`src/rtl/efade_pkg.sv`:
```
package efade_pkg;

   localparam int LEVEL_FRAC_BITS = 15;
   localparam int LEVEL_W = 16;
   localparam int TIME_W = 32;
   localparam int DUR_W = 16;
   localparam int FRAC_W = 31;
   localparam int MUL_W = 32;
   localparam int PROD_W = 2 * MUL_W;

   localparam logic [LEVEL_W-1:0] LEVEL_ONE = LEVEL_W'(1 << LEVEL_FRAC_BITS);
   // A ramp only starts when the level gap times 10000 exceeds full scale.
   localparam logic [LEVEL_W-1:0] RAMP_MIN_DIFF = LEVEL_W'((1 << LEVEL_FRAC_BITS) / 10000);
   localparam logic [MUL_W-1:0] Q31_ONE = MUL_W'(64'd1 << FRAC_W);
   localparam logic [PROD_W-1:0] Q31_HALF = PROD_W'(64'd1 << (FRAC_W - 1));

   typedef logic [2:0] action_type;
   localparam action_type ACT_TICK   = 3'd0;
   localparam action_type ACT_OPEN   = 3'd1;
   localparam action_type ACT_CLOSE  = 3'd2;
   localparam action_type ACT_REVEAL = 3'd3;
   localparam action_type ACT_INIT   = 3'd4;
   localparam action_type ACT_TAKE   = 3'd5;

   typedef logic [2:0] csr_index_type;
   localparam csr_index_type CSR_OPEN_DUR    = 3'd0;
   localparam csr_index_type CSR_CLOSE_DUR   = 3'd1;
   localparam csr_index_type CSR_CONTENT_DUR = 3'd2;
   localparam csr_index_type CSR_CONTENT_LVL = 3'd3;
   localparam csr_index_type CSR_MAX_DUR     = 3'd4;

   typedef enum logic [3:0] {
      S_IDLE,
      S_SAMPLE,
      S_CHECK,
      S_DIV,
      S_SQUARE,
      S_CUBE,
      S_SCALE,
      S_APPLY,
      S_ACT,
      S_OUT
   } state_type;

   typedef struct packed {
      logic [LEVEL_W-1:0] start;
      logic [LEVEL_W-1:0] goal;
      logic [LEVEL_W-1:0] now;
      logic [TIME_W-1:0]  t0;
      logic [DUR_W-1:0]   len;
      logic               active;
   } chan_type;

   function automatic logic [LEVEL_W-1:0] clamp_level(input logic [LEVEL_W-1:0] v);
      return (v > LEVEL_ONE) ? LEVEL_ONE : v;
   endfunction

   function automatic logic [DUR_W-1:0] ramp_length(input logic [DUR_W-1:0] dur,
                                                    input logic [DUR_W-1:0] max_dur);
      logic [DUR_W-1:0] hi;
      logic [DUR_W-1:0] d;
      hi = (max_dur == '0) ? DUR_W'(1) : max_dur;
      d = (dur == '0) ? DUR_W'(1) : dur;
      return (d > hi) ? hi : d;
   endfunction

   function automatic chan_type start_chan(input chan_type c,
                                           input logic [LEVEL_W-1:0] from,
                                           input logic [LEVEL_W-1:0] target,
                                           input logic [DUR_W-1:0] dur,
                                           input logic [DUR_W-1:0] max_dur,
                                           input logic rm,
                                           input logic [TIME_W-1:0] latest);
      chan_type r;
      logic [LEVEL_W-1:0] diff;
      r = c;
      r.start = clamp_level(from);
      r.goal = clamp_level(target);
      r.t0 = latest;
      r.len = rm ? '0 : ramp_length(dur, max_dur);
      diff = (r.goal >= r.start) ? (r.goal - r.start) : (r.start - r.goal);
      r.active = (r.len != '0) && (diff > RAMP_MIN_DIFF);
      r.now = r.active ? r.start : r.goal;
      return r;
   endfunction

endpackage

```
`src/rtl/efade_divider.sv`:
```
module efade_divider (
   input  logic                            clock,
   input  logic                            reset,
   input  logic                            start,
   input  logic [efade_pkg::DUR_W-1:0]     elapsed,
   input  logic [efade_pkg::DUR_W-1:0]     divisor,
   output logic                            done,
   output logic [efade_pkg::FRAC_W-1:0]    quotient
);

   localparam int CNT_W = $clog2(efade_pkg::FRAC_W + 1);

   logic [efade_pkg::DUR_W:0]    rem_ff, rem_in;
   logic [efade_pkg::FRAC_W-1:0] quo_ff, quo_in;
   logic [CNT_W-1:0]             cnt_ff, cnt_in;
   logic                         run_ff, run_in;
   logic                         done_ff, done_in;
   logic [efade_pkg::DUR_W:0]    shifted;
   logic                         fits;

   // One quotient bit per cycle; the remainder stays below the divisor as long as elapsed starts below it.
   always_comb begin
      shifted = {rem_ff[efade_pkg::DUR_W-1:0], 1'b0};
      fits = shifted >= {1'b0, divisor};
      rem_in = rem_ff;
      quo_in = quo_ff;
      cnt_in = cnt_ff;
      run_in = run_ff;
      done_in = 1'b0;
      if (start) begin
         rem_in = {1'b0, elapsed};
         quo_in = '0;
         cnt_in = CNT_W'(efade_pkg::FRAC_W);
         run_in = 1'b1;
      end else if (run_ff) begin
         rem_in = fits ? (shifted - {1'b0, divisor}) : shifted;
         quo_in = {quo_ff[efade_pkg::FRAC_W-2:0], fits};
         cnt_in = cnt_ff - CNT_W'(1);
         if (cnt_ff == CNT_W'(1)) begin
            run_in = 1'b0;
            done_in = 1'b1;
         end
      end
   end

   always_ff @(posedge clock) begin
      if (reset) begin
         cnt_ff <= '0;
         run_ff <= 1'b0;
         done_ff <= 1'b0;
      end else begin
         cnt_ff <= cnt_in;
         run_ff <= run_in;
         done_ff <= done_in;
      end
      rem_ff <= rem_in;
      quo_ff <= quo_in;
   end

   assign done = done_ff;
   assign quotient = quo_ff;

endmodule

```
`src/rtl/efade_mul.sv`:
```
module efade_mul (
   input  logic                          clock,
   input  logic [efade_pkg::MUL_W-1:0]   mul_a,
   input  logic [efade_pkg::MUL_W-1:0]   mul_b,
   output logic [efade_pkg::PROD_W-1:0]  product
);

   logic [efade_pkg::PROD_W-1:0] prod_ff, prod_in;

   assign prod_in = {{efade_pkg::MUL_W{1'b0}}, mul_a} * {{efade_pkg::MUL_W{1'b0}}, mul_b};

   always_ff @(posedge clock) begin
      prod_ff <= prod_in;
   end

   assign product = prod_ff;

endmodule

```
`src/rtl/eased_fade_timeline.sv`:
```
// Two-channel opacity fade engine (shell and content) in Q1.15.
// Input words carry an action, a millisecond timestamp and a reduced-motion
// flag; each accepted word yields exactly one result word with both levels,
// the ramping flags and the hide-done flags as they stand after the action.
// Channels use valid/stall: a word moves on a clock edge with valid high and
// stall low. req_stall is high from acceptance until the result word has
// been taken, so one word is in flight at a time.
// After acceptance each channel gets a check, which is skipped with reduced
// motion; a ramping channel then runs the restoring divider (31 quotient
// bits and the done flag), the square, cube and scale passes through the
// shared 32x32 multiplier and the update, before the action and the result.
// The result stays in an output register while rsp_stall is high; the next
// word is accepted once it has been taken.
// Configuration writes on the csr_ port take effect at once and must only be
// done while the block is idle. Synchronous reset restores the register
// defaults, hides the shell and shows the content fully, with no ramp.
module eased_fade_timeline (
   input  logic                              clock,
   input  logic                              reset,
   input  logic                              req_valid,
   output logic                              req_stall,
   input  logic [2:0]                        req_action,
   input  logic [efade_pkg::TIME_W-1:0]      req_timestamp_ms,
   input  logic                              req_reduced_motion,
   output logic                              rsp_valid,
   input  logic                              rsp_stall,
   output logic [efade_pkg::LEVEL_W-1:0]     rsp_shell_level,
   output logic [efade_pkg::LEVEL_W-1:0]     rsp_content_level,
   output logic                              rsp_any_ramping,
   output logic                              rsp_shell_ramping,
   output logic                              rsp_content_ramping,
   output logic                              rsp_hide_done,
   output logic                              rsp_hide_pending,
   input  logic                              csr_wr_en,
   input  logic [2:0]                        csr_index,
   input  logic [efade_pkg::DUR_W-1:0]       csr_wdata
);

   localparam int LW = efade_pkg::LEVEL_W;
   localparam int DW = efade_pkg::DUR_W;
   localparam int TW = efade_pkg::TIME_W;
   localparam int MW = efade_pkg::MUL_W;
   localparam int FW = efade_pkg::FRAC_W;

   efade_pkg::state_type state_ff, state_in;

   logic [DW-1:0] open_dur_ff, close_dur_ff, content_dur_ff, content_lvl_ff, max_dur_ff;

   logic [TW-1:0]         latest_ff, latest_in;
   efade_pkg::chan_type   sh_ff, sh_in, ct_ff, ct_in;
   logic                  sh_ease_in_ff, sh_ease_in_in;
   logic                  close_req_ff, close_req_in;
   logic                  hide_ready_ff, hide_ready_in;
   efade_pkg::action_type action_ff, action_in;
   logic [TW-1:0]         ts_ff, ts_in;
   logic                  rm_ff, rm_in;
   logic                  ch_ff, ch_in;
   logic [MW-1:0]         x_ff, x_in;

   logic          rsp_valid_ff, rsp_valid_in;
   logic [LW-1:0] rsp_shell_ff, rsp_shell_in, rsp_content_ff, rsp_content_in;
   logic          rsp_sh_ramp_ff, rsp_sh_ramp_in, rsp_ct_ramp_ff, rsp_ct_ramp_in;
   logic          rsp_done_ff, rsp_done_in, rsp_pend_ff, rsp_pend_in;

   efade_pkg::chan_type cur;
   logic                cur_ease;
   logic [TW-1:0]       elapsed_full;
   logic                finished;
   logic                skip;
   logic [LW-1:0]       diff;
   logic [MW-1:0]       cube_part;
   logic [MW-1:0]       ease_p;
   logic [efade_pkg::PROD_W-1:0] rounded;
   logic [LW-1:0]       mag;

   logic                         div_start;
   logic                         div_done;
   logic [FW-1:0]                div_q;
   logic [MW-1:0]                mul_a, mul_b;
   logic [efade_pkg::PROD_W-1:0] product;

   efade_divider u_div (
      .clock    (clock),
      .reset    (reset),
      .start    (div_start),
      .elapsed  (elapsed_full[DW-1:0]),
      .divisor  (cur.len),
      .done     (div_done),
      .quotient (div_q)
   );

   efade_mul u_mul (
      .clock   (clock),
      .mul_a   (mul_a),
      .mul_b   (mul_b),
      .product (product)
   );

   // Configuration registers.
   always_ff @(posedge clock) begin
      if (reset) begin
         open_dur_ff <= DW'(200);
         close_dur_ff <= DW'(150);
         content_dur_ff <= DW'(150);
         content_lvl_ff <= DW'(29491);
         max_dur_ff <= DW'(2000);
      end else if (csr_wr_en) begin
         unique case (csr_index)
            efade_pkg::CSR_OPEN_DUR:    open_dur_ff <= csr_wdata;
            efade_pkg::CSR_CLOSE_DUR:   close_dur_ff <= csr_wdata;
            efade_pkg::CSR_CONTENT_DUR: content_dur_ff <= csr_wdata;
            efade_pkg::CSR_CONTENT_LVL: content_lvl_ff <= csr_wdata;
            efade_pkg::CSR_MAX_DUR:     max_dur_ff <= csr_wdata;
            default: ;
         endcase
      end
   end

   // Channel under work and the shared arithmetic around it.
   always_comb begin
      cur = ch_ff ? ct_ff : sh_ff;
      cur_ease = ch_ff ? 1'b0 : sh_ease_in_ff;
      elapsed_full = (latest_ff >= cur.t0) ? (latest_ff - cur.t0) : '0;
      finished = elapsed_full >= {{(TW-DW){1'b0}}, cur.len};
      skip = !cur.active || (cur.len == '0);
      diff = (cur.goal >= cur.start) ? (cur.goal - cur.start) : (cur.start - cur.goal);
      cube_part = product[FW+MW-1:FW];
      ease_p = cur_ease ? cube_part : (efade_pkg::Q31_ONE - cube_part);
      rounded = product + efade_pkg::Q31_HALF;
      mag = rounded[FW+LW-1:FW];
   end

   // Next state.
   always_comb begin
      state_in = state_ff;
      unique case (state_ff)
         efade_pkg::S_IDLE:   if (req_valid) state_in = efade_pkg::S_SAMPLE;
         efade_pkg::S_SAMPLE: state_in = rm_ff ? efade_pkg::S_ACT : efade_pkg::S_CHECK;
         efade_pkg::S_CHECK: begin
            if (skip || finished) begin
               state_in = ch_ff ? efade_pkg::S_ACT : efade_pkg::S_CHECK;
            end else begin
               state_in = efade_pkg::S_DIV;
            end
         end
         efade_pkg::S_DIV:    if (div_done) state_in = efade_pkg::S_SQUARE;
         efade_pkg::S_SQUARE: state_in = efade_pkg::S_CUBE;
         efade_pkg::S_CUBE:   state_in = efade_pkg::S_SCALE;
         efade_pkg::S_SCALE:  state_in = efade_pkg::S_APPLY;
         efade_pkg::S_APPLY:  state_in = ch_ff ? efade_pkg::S_ACT : efade_pkg::S_CHECK;
         efade_pkg::S_ACT:    state_in = efade_pkg::S_OUT;
         efade_pkg::S_OUT:    if (!rsp_stall) state_in = efade_pkg::S_IDLE;
         default:             state_in = efade_pkg::S_IDLE;
      endcase
   end

   // Sequencer outputs.
   always_comb begin
      req_stall = state_ff != efade_pkg::S_IDLE;
      div_start = (state_ff == efade_pkg::S_CHECK) && !skip && !finished;
      mul_a = x_ff;
      mul_b = x_ff;
      unique case (state_ff)
         efade_pkg::S_CUBE: begin
            mul_a = cube_part;
            mul_b = x_ff;
         end
         efade_pkg::S_SCALE: begin
            mul_a = {{(MW-LW){1'b0}}, diff};
            mul_b = ease_p;
         end
         default: ;
      endcase
   end

   // Datapath updates.
   always_comb begin
      efade_pkg::chan_type upd;
      efade_pkg::chan_type s, c;
      logic                se, cr, hr, taken;
      logic [LW-1:0]       from;

      latest_in = latest_ff;
      sh_in = sh_ff;
      ct_in = ct_ff;
      sh_ease_in_in = sh_ease_in_ff;
      close_req_in = close_req_ff;
      hide_ready_in = hide_ready_ff;
      action_in = action_ff;
      ts_in = ts_ff;
      rm_in = rm_ff;
      ch_in = ch_ff;
      x_in = x_ff;
      rsp_valid_in = rsp_valid_ff;
      rsp_shell_in = rsp_shell_ff;
      rsp_content_in = rsp_content_ff;
      rsp_sh_ramp_in = rsp_sh_ramp_ff;
      rsp_ct_ramp_in = rsp_ct_ramp_ff;
      rsp_done_in = rsp_done_ff;
      rsp_pend_in = rsp_pend_ff;
      upd = cur;
      s = sh_ff;
      c = ct_ff;
      se = sh_ease_in_ff;
      cr = close_req_ff;
      hr = hide_ready_ff;
      taken = 1'b0;
      from = '0;

      case (state_ff)
         efade_pkg::S_IDLE: begin
            if (req_valid) begin
               action_in = req_action;
               ts_in = req_timestamp_ms;
               rm_in = req_reduced_motion;
            end
         end
         efade_pkg::S_SAMPLE: begin
            if (ts_ff > latest_ff) latest_in = ts_ff;
            ch_in = 1'b0;
            if (rm_ff) begin
               sh_in.now = sh_ff.goal;
               sh_in.start = sh_ff.goal;
               sh_in.len = '0;
               sh_in.active = 1'b0;
               ct_in.now = ct_ff.goal;
               ct_in.start = ct_ff.goal;
               ct_in.len = '0;
               ct_in.active = 1'b0;
            end
         end
         efade_pkg::S_CHECK: begin
            if (!skip && finished) begin
               upd.now = cur.goal;
               upd.start = cur.goal;
               upd.active = 1'b0;
               if (ch_ff) ct_in = upd;
               else sh_in = upd;
            end
            if (skip || finished) ch_in = 1'b1;
         end
         efade_pkg::S_DIV: begin
            if (div_done) begin
               x_in = cur_ease ? {1'b0, div_q} : (efade_pkg::Q31_ONE - {1'b0, div_q});
            end
         end
         efade_pkg::S_APPLY: begin
            upd.now = (cur.goal >= cur.start) ? (cur.start + mag) : (cur.start - mag);
            if (ch_ff) ct_in = upd;
            else sh_in = upd;
            ch_in = 1'b1;
         end
         efade_pkg::S_ACT: begin
            // A finished close at zero turns into a pending hide.
            if (cr && !s.active && (s.goal == '0)) begin
               s.now = '0;
               cr = 1'b0;
               hr = 1'b1;
            end
            case (action_ff)
               efade_pkg::ACT_OPEN: begin
                  cr = 1'b0;
                  hr = 1'b0;
                  se = 1'b0;
                  s = efade_pkg::start_chan(s, s.now, efade_pkg::LEVEL_ONE, open_dur_ff,
                                            max_dur_ff, rm_ff, latest_ff);
               end
               efade_pkg::ACT_CLOSE: begin
                  cr = 1'b1;
                  hr = 1'b0;
                  c.start = efade_pkg::LEVEL_ONE;
                  c.goal = efade_pkg::LEVEL_ONE;
                  c.now = efade_pkg::LEVEL_ONE;
                  c.len = '0;
                  c.active = 1'b0;
                  se = 1'b1;
                  s = efade_pkg::start_chan(s, s.now, '0, close_dur_ff,
                                            max_dur_ff, rm_ff, latest_ff);
                  if (!s.active && (s.goal == '0)) begin
                     s.now = '0;
                     cr = 1'b0;
                     hr = 1'b1;
                  end
               end
               efade_pkg::ACT_REVEAL: begin
                  from = c.active ? c.now : content_lvl_ff;
                  c = efade_pkg::start_chan(c, from, efade_pkg::LEVEL_ONE, content_dur_ff,
                                            max_dur_ff, rm_ff, latest_ff);
               end
               efade_pkg::ACT_INIT: begin
                  s.start = '0;
                  s.goal = '0;
                  s.now = '0;
                  s.len = '0;
                  s.active = 1'b0;
                  cr = 1'b0;
                  hr = 1'b0;
               end
               efade_pkg::ACT_TAKE: begin
                  taken = hr;
                  hr = 1'b0;
               end
               default: ;
            endcase
            sh_in = s;
            ct_in = c;
            sh_ease_in_in = se;
            close_req_in = cr;
            hide_ready_in = hr;
            rsp_valid_in = 1'b1;
            rsp_shell_in = s.now;
            rsp_content_in = c.now;
            rsp_sh_ramp_in = s.active;
            rsp_ct_ramp_in = c.active;
            rsp_done_in = taken;
            rsp_pend_in = hr;
         end
         efade_pkg::S_OUT: begin
            if (!rsp_stall) rsp_valid_in = 1'b0;
         end
         default: ;
      endcase
   end

   always_ff @(posedge clock) begin
      if (reset) begin
         state_ff <= efade_pkg::S_IDLE;
         latest_ff <= '0;
         sh_ff <= '0;
         ct_ff <= '{start: efade_pkg::LEVEL_ONE, goal: efade_pkg::LEVEL_ONE,
                    now: efade_pkg::LEVEL_ONE, t0: '0, len: '0, active: 1'b0};
         sh_ease_in_ff <= 1'b0;
         close_req_ff <= 1'b0;
         hide_ready_ff <= 1'b0;
         ch_ff <= 1'b0;
         rsp_valid_ff <= 1'b0;
      end else begin
         state_ff <= state_in;
         latest_ff <= latest_in;
         sh_ff <= sh_in;
         ct_ff <= ct_in;
         sh_ease_in_ff <= sh_ease_in_in;
         close_req_ff <= close_req_in;
         hide_ready_ff <= hide_ready_in;
         ch_ff <= ch_in;
         rsp_valid_ff <= rsp_valid_in;
      end
      action_ff <= action_in;
      ts_ff <= ts_in;
      rm_ff <= rm_in;
      x_ff <= x_in;
      rsp_shell_ff <= rsp_shell_in;
      rsp_content_ff <= rsp_content_in;
      rsp_sh_ramp_ff <= rsp_sh_ramp_in;
      rsp_ct_ramp_ff <= rsp_ct_ramp_in;
      rsp_done_ff <= rsp_done_in;
      rsp_pend_ff <= rsp_pend_in;
   end

   assign rsp_valid = rsp_valid_ff;
   assign rsp_shell_level = rsp_shell_ff;
   assign rsp_content_level = rsp_content_ff;
   assign rsp_any_ramping = rsp_sh_ramp_ff | rsp_ct_ramp_ff;
   assign rsp_shell_ramping = rsp_sh_ramp_ff;
   assign rsp_content_ramping = rsp_ct_ramp_ff;
   assign rsp_hide_done = rsp_done_ff;
   assign rsp_hide_pending = rsp_pend_ff;

endmodule

```
`config.mk`:
```
export PLATFORM = sky130hd
export DESIGN_NAME = eased_fade_timeline
export DESIGN_NICKNAME = d
export VERILOG_FILES = /design/src/rtl/efade_pkg.sv /design/src/rtl/efade_divider.sv /design/src/rtl/efade_mul.sv /design/src/rtl/eased_fade_timeline.sv
export SDC_FILE = /design/constraint.sdc
export NUM_CORES = 2
export LEC_CHECK = 0
export ABC_CLOCK_PERIOD_IN_PS = 18700
export BUFFER_PORTS_ARGS = -buffer_cell sky130_fd_sc_hd__buf_2
export CORE_MARGIN = 10
export CORE_UTILIZATION = 40
export CTS_CLUSTER_DIAMETER = 80
export DETAILED_ROUTE_END_ITERATION = 16
export SYNTH_ARGS = -nofsm -noshare
export SYNTH_HDL_FRONTEND = slang
export SYNTH_SLANG_ARGS = --single-unit
```
`constraint.sdc`:
```
create_clock -name clock -period 18.7 [get_ports clock]
set_input_delay 1.87 -clock clock [delete_from_list [all_inputs] [get_ports clock]]
set_output_delay 1.87 -clock clock [all_outputs]
set_load 0.05 [all_outputs]
```
* Word level (Yosys, flattened, before mapping)
Index checks and enable logic that the tools add are counted.
** Word-level totals
- Flip-flop bits (word level) :: 536
- Bits in latches :: 0
- Memory bits (writable) :: 0
- Memory bits (read-only) :: 0
- Bits of input ports :: 60
- Output and inout port bits :: 39
- Logic and storage cells :: 248
- Memories :: 0
** Cells by class
- Add/sub/neg operators :: 15
- $mul :: 1
- Divide/modulo/power cells :: 0
- $lt $le $gt $ge :: 16
- Equal/unequal tests :: 33
- Shifts and indexed selects :: 0
- Mux-type cells :: 82
- Bitwise logic cells :: 2
- Reductions and logical operators :: 58
** Operator list (count)
- $mux W97 :: 7
- $mux W16 :: 28
- $pmux W16 S4 :: 4
- $pmux W32 S3 :: 2
- $mux W32 :: 5
- $pmux W48 S3 :: 1
- $pmux W17 S4 :: 2
- $logic_not A16 Y1 :: 6
- $pmux W16 S3 :: 2
- $pmux W48 S2 :: 1
- $pmux W32 S2 :: 1
- $sub A16 B16 Y16 :: 4
- $mul A32 B32 Y63 :: 1
- $pmux W17 S3 :: 1
- $gt A16 B16 Y1 :: 3
- $gt A16 B2 Y1 const B :: 3
- $reduce_bool A16 Y1 :: 3
- $add A47 B31 Y47 const B :: 1
- $pmux W4 S10 :: 1
- $pmux W17 S2 :: 1
- $ge A16 B16 Y1 const A :: 2
- $ge A32 B16 Y1 :: 1
- $ge A32 B32 Y1 :: 1
- $gt A16 B16 Y1 const B :: 2
- 47 further kinds :: 124

* Logic depth before layout (Yosys ltp)
- Depth in word-level cells :: 14
- Gate-level depth with buffers :: 52
- Depth with buffers taken out :: 44

* Hierarchy
Synthesis repeated with hierarchy kept, for this count alone.
** Second synthesis, totals
- Cell total of the unflattened synthesis :: 7535
- Area, all modules :: 66196.0 µm²
** Modules (own cells, without submodules)
- efade_mul :: instances 1, cells each 3751, area an instance 34570.7 µm², seq. area each 1281.2 µm²
- eased_fade_timeline :: instances 1, cells each 3429, area an instance 28270.9 µm², seq. area each 9429.0 µm²
- efade_divider :: instances 1, cells each 355, area an instance 3354.5 µm², seq. area each 1241.2 µm²

* Worst setup path before layout
No wires, ideal clock.
- Path kind :: reg-to-reg
- Start :: register ch_ff
- End :: register u_mul.prod_ff, in the netlist u_mul.product[49]
- Arrival :: 12149 ps
- Required time :: 18628 ps
- Slack :: 6479 ps
- Stages on the path, launching flop included :: 46
- Period minus slack after synthesis :: 12221 ps
- Cells stage by stage :: dfxtp_1 -> buf_2 -> buf_2 -> buf_2 -> buf_1 -> buf_1 -> mux2i_1 -> ha_1 -> clkbuf_1 -> a21oi_1 -> o21ai_0 -> o21bai_1 -> a21o_1 -> clkbuf_1 -> mux2i_1 -> nand3_1 -> and3b_1 -> nor4_1 -> (+10 left out) -> inv_1 -> fa_1 -> fa_1 -> fa_1 -> fa_1 -> ha_1 -> a211oi_1 -> nor2_1 -> o2111ai_1 -> o21ai_0 -> o31ai_1 -> nor2_1 -> a211o_1 -> a41o_1 -> a31oi_1 -> o31ai_1 -> a21oi_1 -> xnor2_1
** On the way
- Word-level cells in the longest chain between the ends :: 5
** Ends and longest elaborated chain
- from (decl) :: line eased_fade_timeline.sv:57 : logic ch_ff, ch_in;
- from (signal assigned) :: line eased_fade_timeline.sv:345 : ch_ff <= ch_in;
- $mux W97 :: line eased_fade_timeline.sv:121 : cur = ch_ff ? ct_ff : sh_ff;
- $sub A16 B16 Y16 / $ge A16 B16 Y1 (equally long branches) :: line eased_fade_timeline.sv:126 : diff = (cur.goal >= cur.start) ? (cur.goal - cur.start) : (cur.start - cur.goal);
- $mux W16 :: line eased_fade_timeline.sv:126
- $pmux W32 S2 :: line eased_fade_timeline.sv:163 : unique case (state_ff)
- $mul A32 B32 Y63 (*) :: line efade_mul.sv:10 : assign prod_in = {{efade_pkg::MUL_W{1'b0}}, mul_a} * {{efade_pkg::MUL_W{1'b0}}, mul_b};
- net u_mul.prod_in, one bit :: line efade_mul.sv:8 : logic [efade_pkg::PROD_W-1:0] prod_ff, prod_in;
- to (signal assigned) :: line efade_mul.sv:13 : prod_ff <= prod_in;
- to (decl) :: line efade_mul.sv:8
Mark *: on every way through the listed nets, which the timed path passes. The rest lies on a longest branch.
A chain may end at the register's enable or synchronous reset.

* Worst setup path in the final report
- Start :: register ch_ff
- End :: register u_mul.prod_ff, in the netlist u_mul.product[60]
Same word-level chain as after synthesis.

==> metrics.cfg <==
[global_routing]
grt_pass1_vias=54875
grt_usage_pct=25.60
grt_max_degree=195
grt_pass1_wl_mm=344.2
grt_overflow=0
antenna_found_initial=5

[timing]
setup_viol=0
holdWs_ns=0.4546
timing.final.crit_share_pct=82.08
worst_slack_ns=3.351
fmax_mhz=65.15
fin_crit_ns=15.35
worstMarginPinSlew_ns=1.455
setup_tns_ns=0
rsz0062_at_grt=false
hold_viol=0
skew_ns=0.03218
report.final.slew_viol_count=0
slew_headroom_pct=2.972

[cells_and_area]
final_area_um2=67910
fin_util_pct=42.93
syn_to_final_growth_pct=6.912
layout_commonest_cell=inv_1
nFillCells=15868
fin_cells=9432
drive_gt1_share_pct=5.926
finalNetCount=8723
final_cell_mix=inv_1, nand2_1, fa_1

[logic_synthesis]
synth_ff_type=dfxtp_1
ys_seq_area_share_pct=17.84
synth.distinct_cells=97
ys_warn_count=0
async_flop_share_pct=0
synth-edff-count=120
netlist_area_um2=63520
ys_seq_elements=506
synth_fp_nets=8895
avgSynthCellArea_um2=8.489
synthCells=7483

[floorplan]
rows=146
dieArea_um2=175100
initial_core_util_pct=40.15
core_area_um2=158200
die_height_um=418.5
ioPinCount=99
die_w_um=418.5

[placed_design]
pre_cts_ws_ns=3.758
port_buffers=98
place_area_um2=65990
dp_hpwl_mm=175.3
place.gp.congestion=0.9938
dp_cells=9324

[routing]
ant_nets=0
wl_mm=227.3
viasPerCell=5.717
wl_per_cell_um=24.10
drt-pass1-iter-count=6
drcViolationCount=0
vias=53924
drt_iter0_markers=5403

[cts]
cts-buffers-inserted=57
cts_hold_buf=0
cts-root-buf=clkbuf_16
cts_resized=0
post_cts_buffers=0
cts_max_path_buffers=3
clk_latency_ns=0.65
tritoncts=built
path_clk_slew_ns=0.06
cts.sink_count=506
cts-htree-levels=2

[hold_path]
hp-class=reg2reg

[worst_setup_path]
critPathKind=reg2reg
cp.required_ns=19.21
end_kind=flip-flop
crit_top_cell=fa_1
crit_arrival_ns=15.86
cpMaxStageDelayCell=a211oi_1
critPathMaxStageDelay_ns=1.03
worstPathMaxFanout=48
start_kind=flip-flop

[flow_run]
max_cap_viol_count=0

[power_and_ir_drop]
power.leakage_nw=31.84
powerDensity_nw_per_um2=104.3
ir_drop_uv=89.61
finalPower_mw=7.081

[run_status]
status=complete, no violations

power by group:
group | total, mW | internal [mW] | leakage [nW] | switching [mW]
registers | 1.45 | 1.27 | 4.25 | 0.171
clock network | 1.16 | 0.675 | 0.917 | 0.483
logic | 4.48 | 1.67 | 26.7 | 2.81
total | 7.08 | 3.62 | 31.8 | 3.46
path summary, 6_finish.rpt:
kind / from / to / slack [ns] / cells past startpoint
worst max register to register: ch_ff / u_mul.product[60] / 3.35 / 40
worst max-delay path: ch_ff / u_mul.product[60] / 3.35 / 40
worst min-delay path: open_dur_ff[0] / open_dur_ff[0] / 0.45 / 2
worst min register to register: open_dur_ff[0] / open_dur_ff[0] / 0.45 / 2
cell type report:
class / instances / area (µm²) / share of cell area (%)
Antenna cell: 3 / 7.507 / 0.01105
Clock inverter: 25 / 325.3 / 0.4790
Multi-Input combinational cell: 5440 / 46550 / 68.54
Timing Repair Buffer: 223 / 1450 / 2.135
Inverter: 1083 / 4065 / 5.986
Clock buffer: 80 / 1585 / 2.334
Tap cell: 2072 / 2592 / 3.817
Sequential cell: 506 / 11340 / 16.69
sequential cells by signal, indices dropped and copies added, names as in the netlist, 31 cells and up:
| signal | flops |
|---|---|
| ct_ff | 97 |
| sh_ff | 97 |
| u_mul.product | 33 |
| latest_ff | 32 |
| ts_ff | 32 |
| x_ff | 32 |
| u_div.quotient | 31 |
cells in the mapped netlist, drive strengths merged, types with 10 or more instances:
cell type     n  area, µm²
a21o        120      900.9
a31oi        39      244.0
and2         52      325.3
buf          50      272.8
clkbuf      404       1520
nor2b        41      256.5
mux2i       224       2242
o31ai        18      135.1
a21oi       418       2103
nor4         43      281.5
nand2       923       3465
a211o        10      88.84
a211oi       86      645.6
or2          14      87.59
ha          453       5668
nor2        892       3351
dfxtp       386       7727
nand4        63      400.4
edfxtp      120       3603
nand2b       62      387.9
inv        1082       4061
a22oi        44      330.3
o21ai       222       1130
o21bai       12      90.09
or3          16      100.1
a22o         40      350.3
o221ai       10      105.1
mux2         44      495.5
o211ai       23      172.7
and3         22      137.6
o21a         37      285.3
nor3         78      395.4
o22ai        46      287.8
fa          899      18000
xor2         59      516.8
a221oi       36      315.3
or4          10      75.07
nand3       114      575.6
xnor2       123       1077
critical path: cells and delay by family, from the launching register on:
kind                       cells  cell delay (ns)
muxes                          3             1.10
AOI/OAI and AO/OA             17             5.91
adders and majority gates     10             4.65
buffers and inverters          5             1.33
and+or+nand+nor                5             1.25
DFF                            1             0.92
metal layers:
layer / track usage [%] / part of all wire (%) / wire length (µm)
met1: 32.39 / 39 / 89640
met2: 41.21 / 45 / 102400
met3: 4.385 / 8.6 / 19480
met4: 14.62 / 6.9 / 15790
met5: 0 / 0.0070 / 16
cell families after synthesis:
family / after synthesis / share of synthesized area [%]
flip-flops: 506 / 17.84
AO/OA/AOI/OAI: 1280 / 13.01
XOR/XNOR: 182 / 2.509
AND/OR/NAND/NOR: 2358 / 15.86
adder cells (fa/ha/maj): 1352 / 37.26
multiplexers: 268 / 4.310
buffers and inverters: 1537 / 9.222
Note: power is estimated with default switching activity, not from simulation.
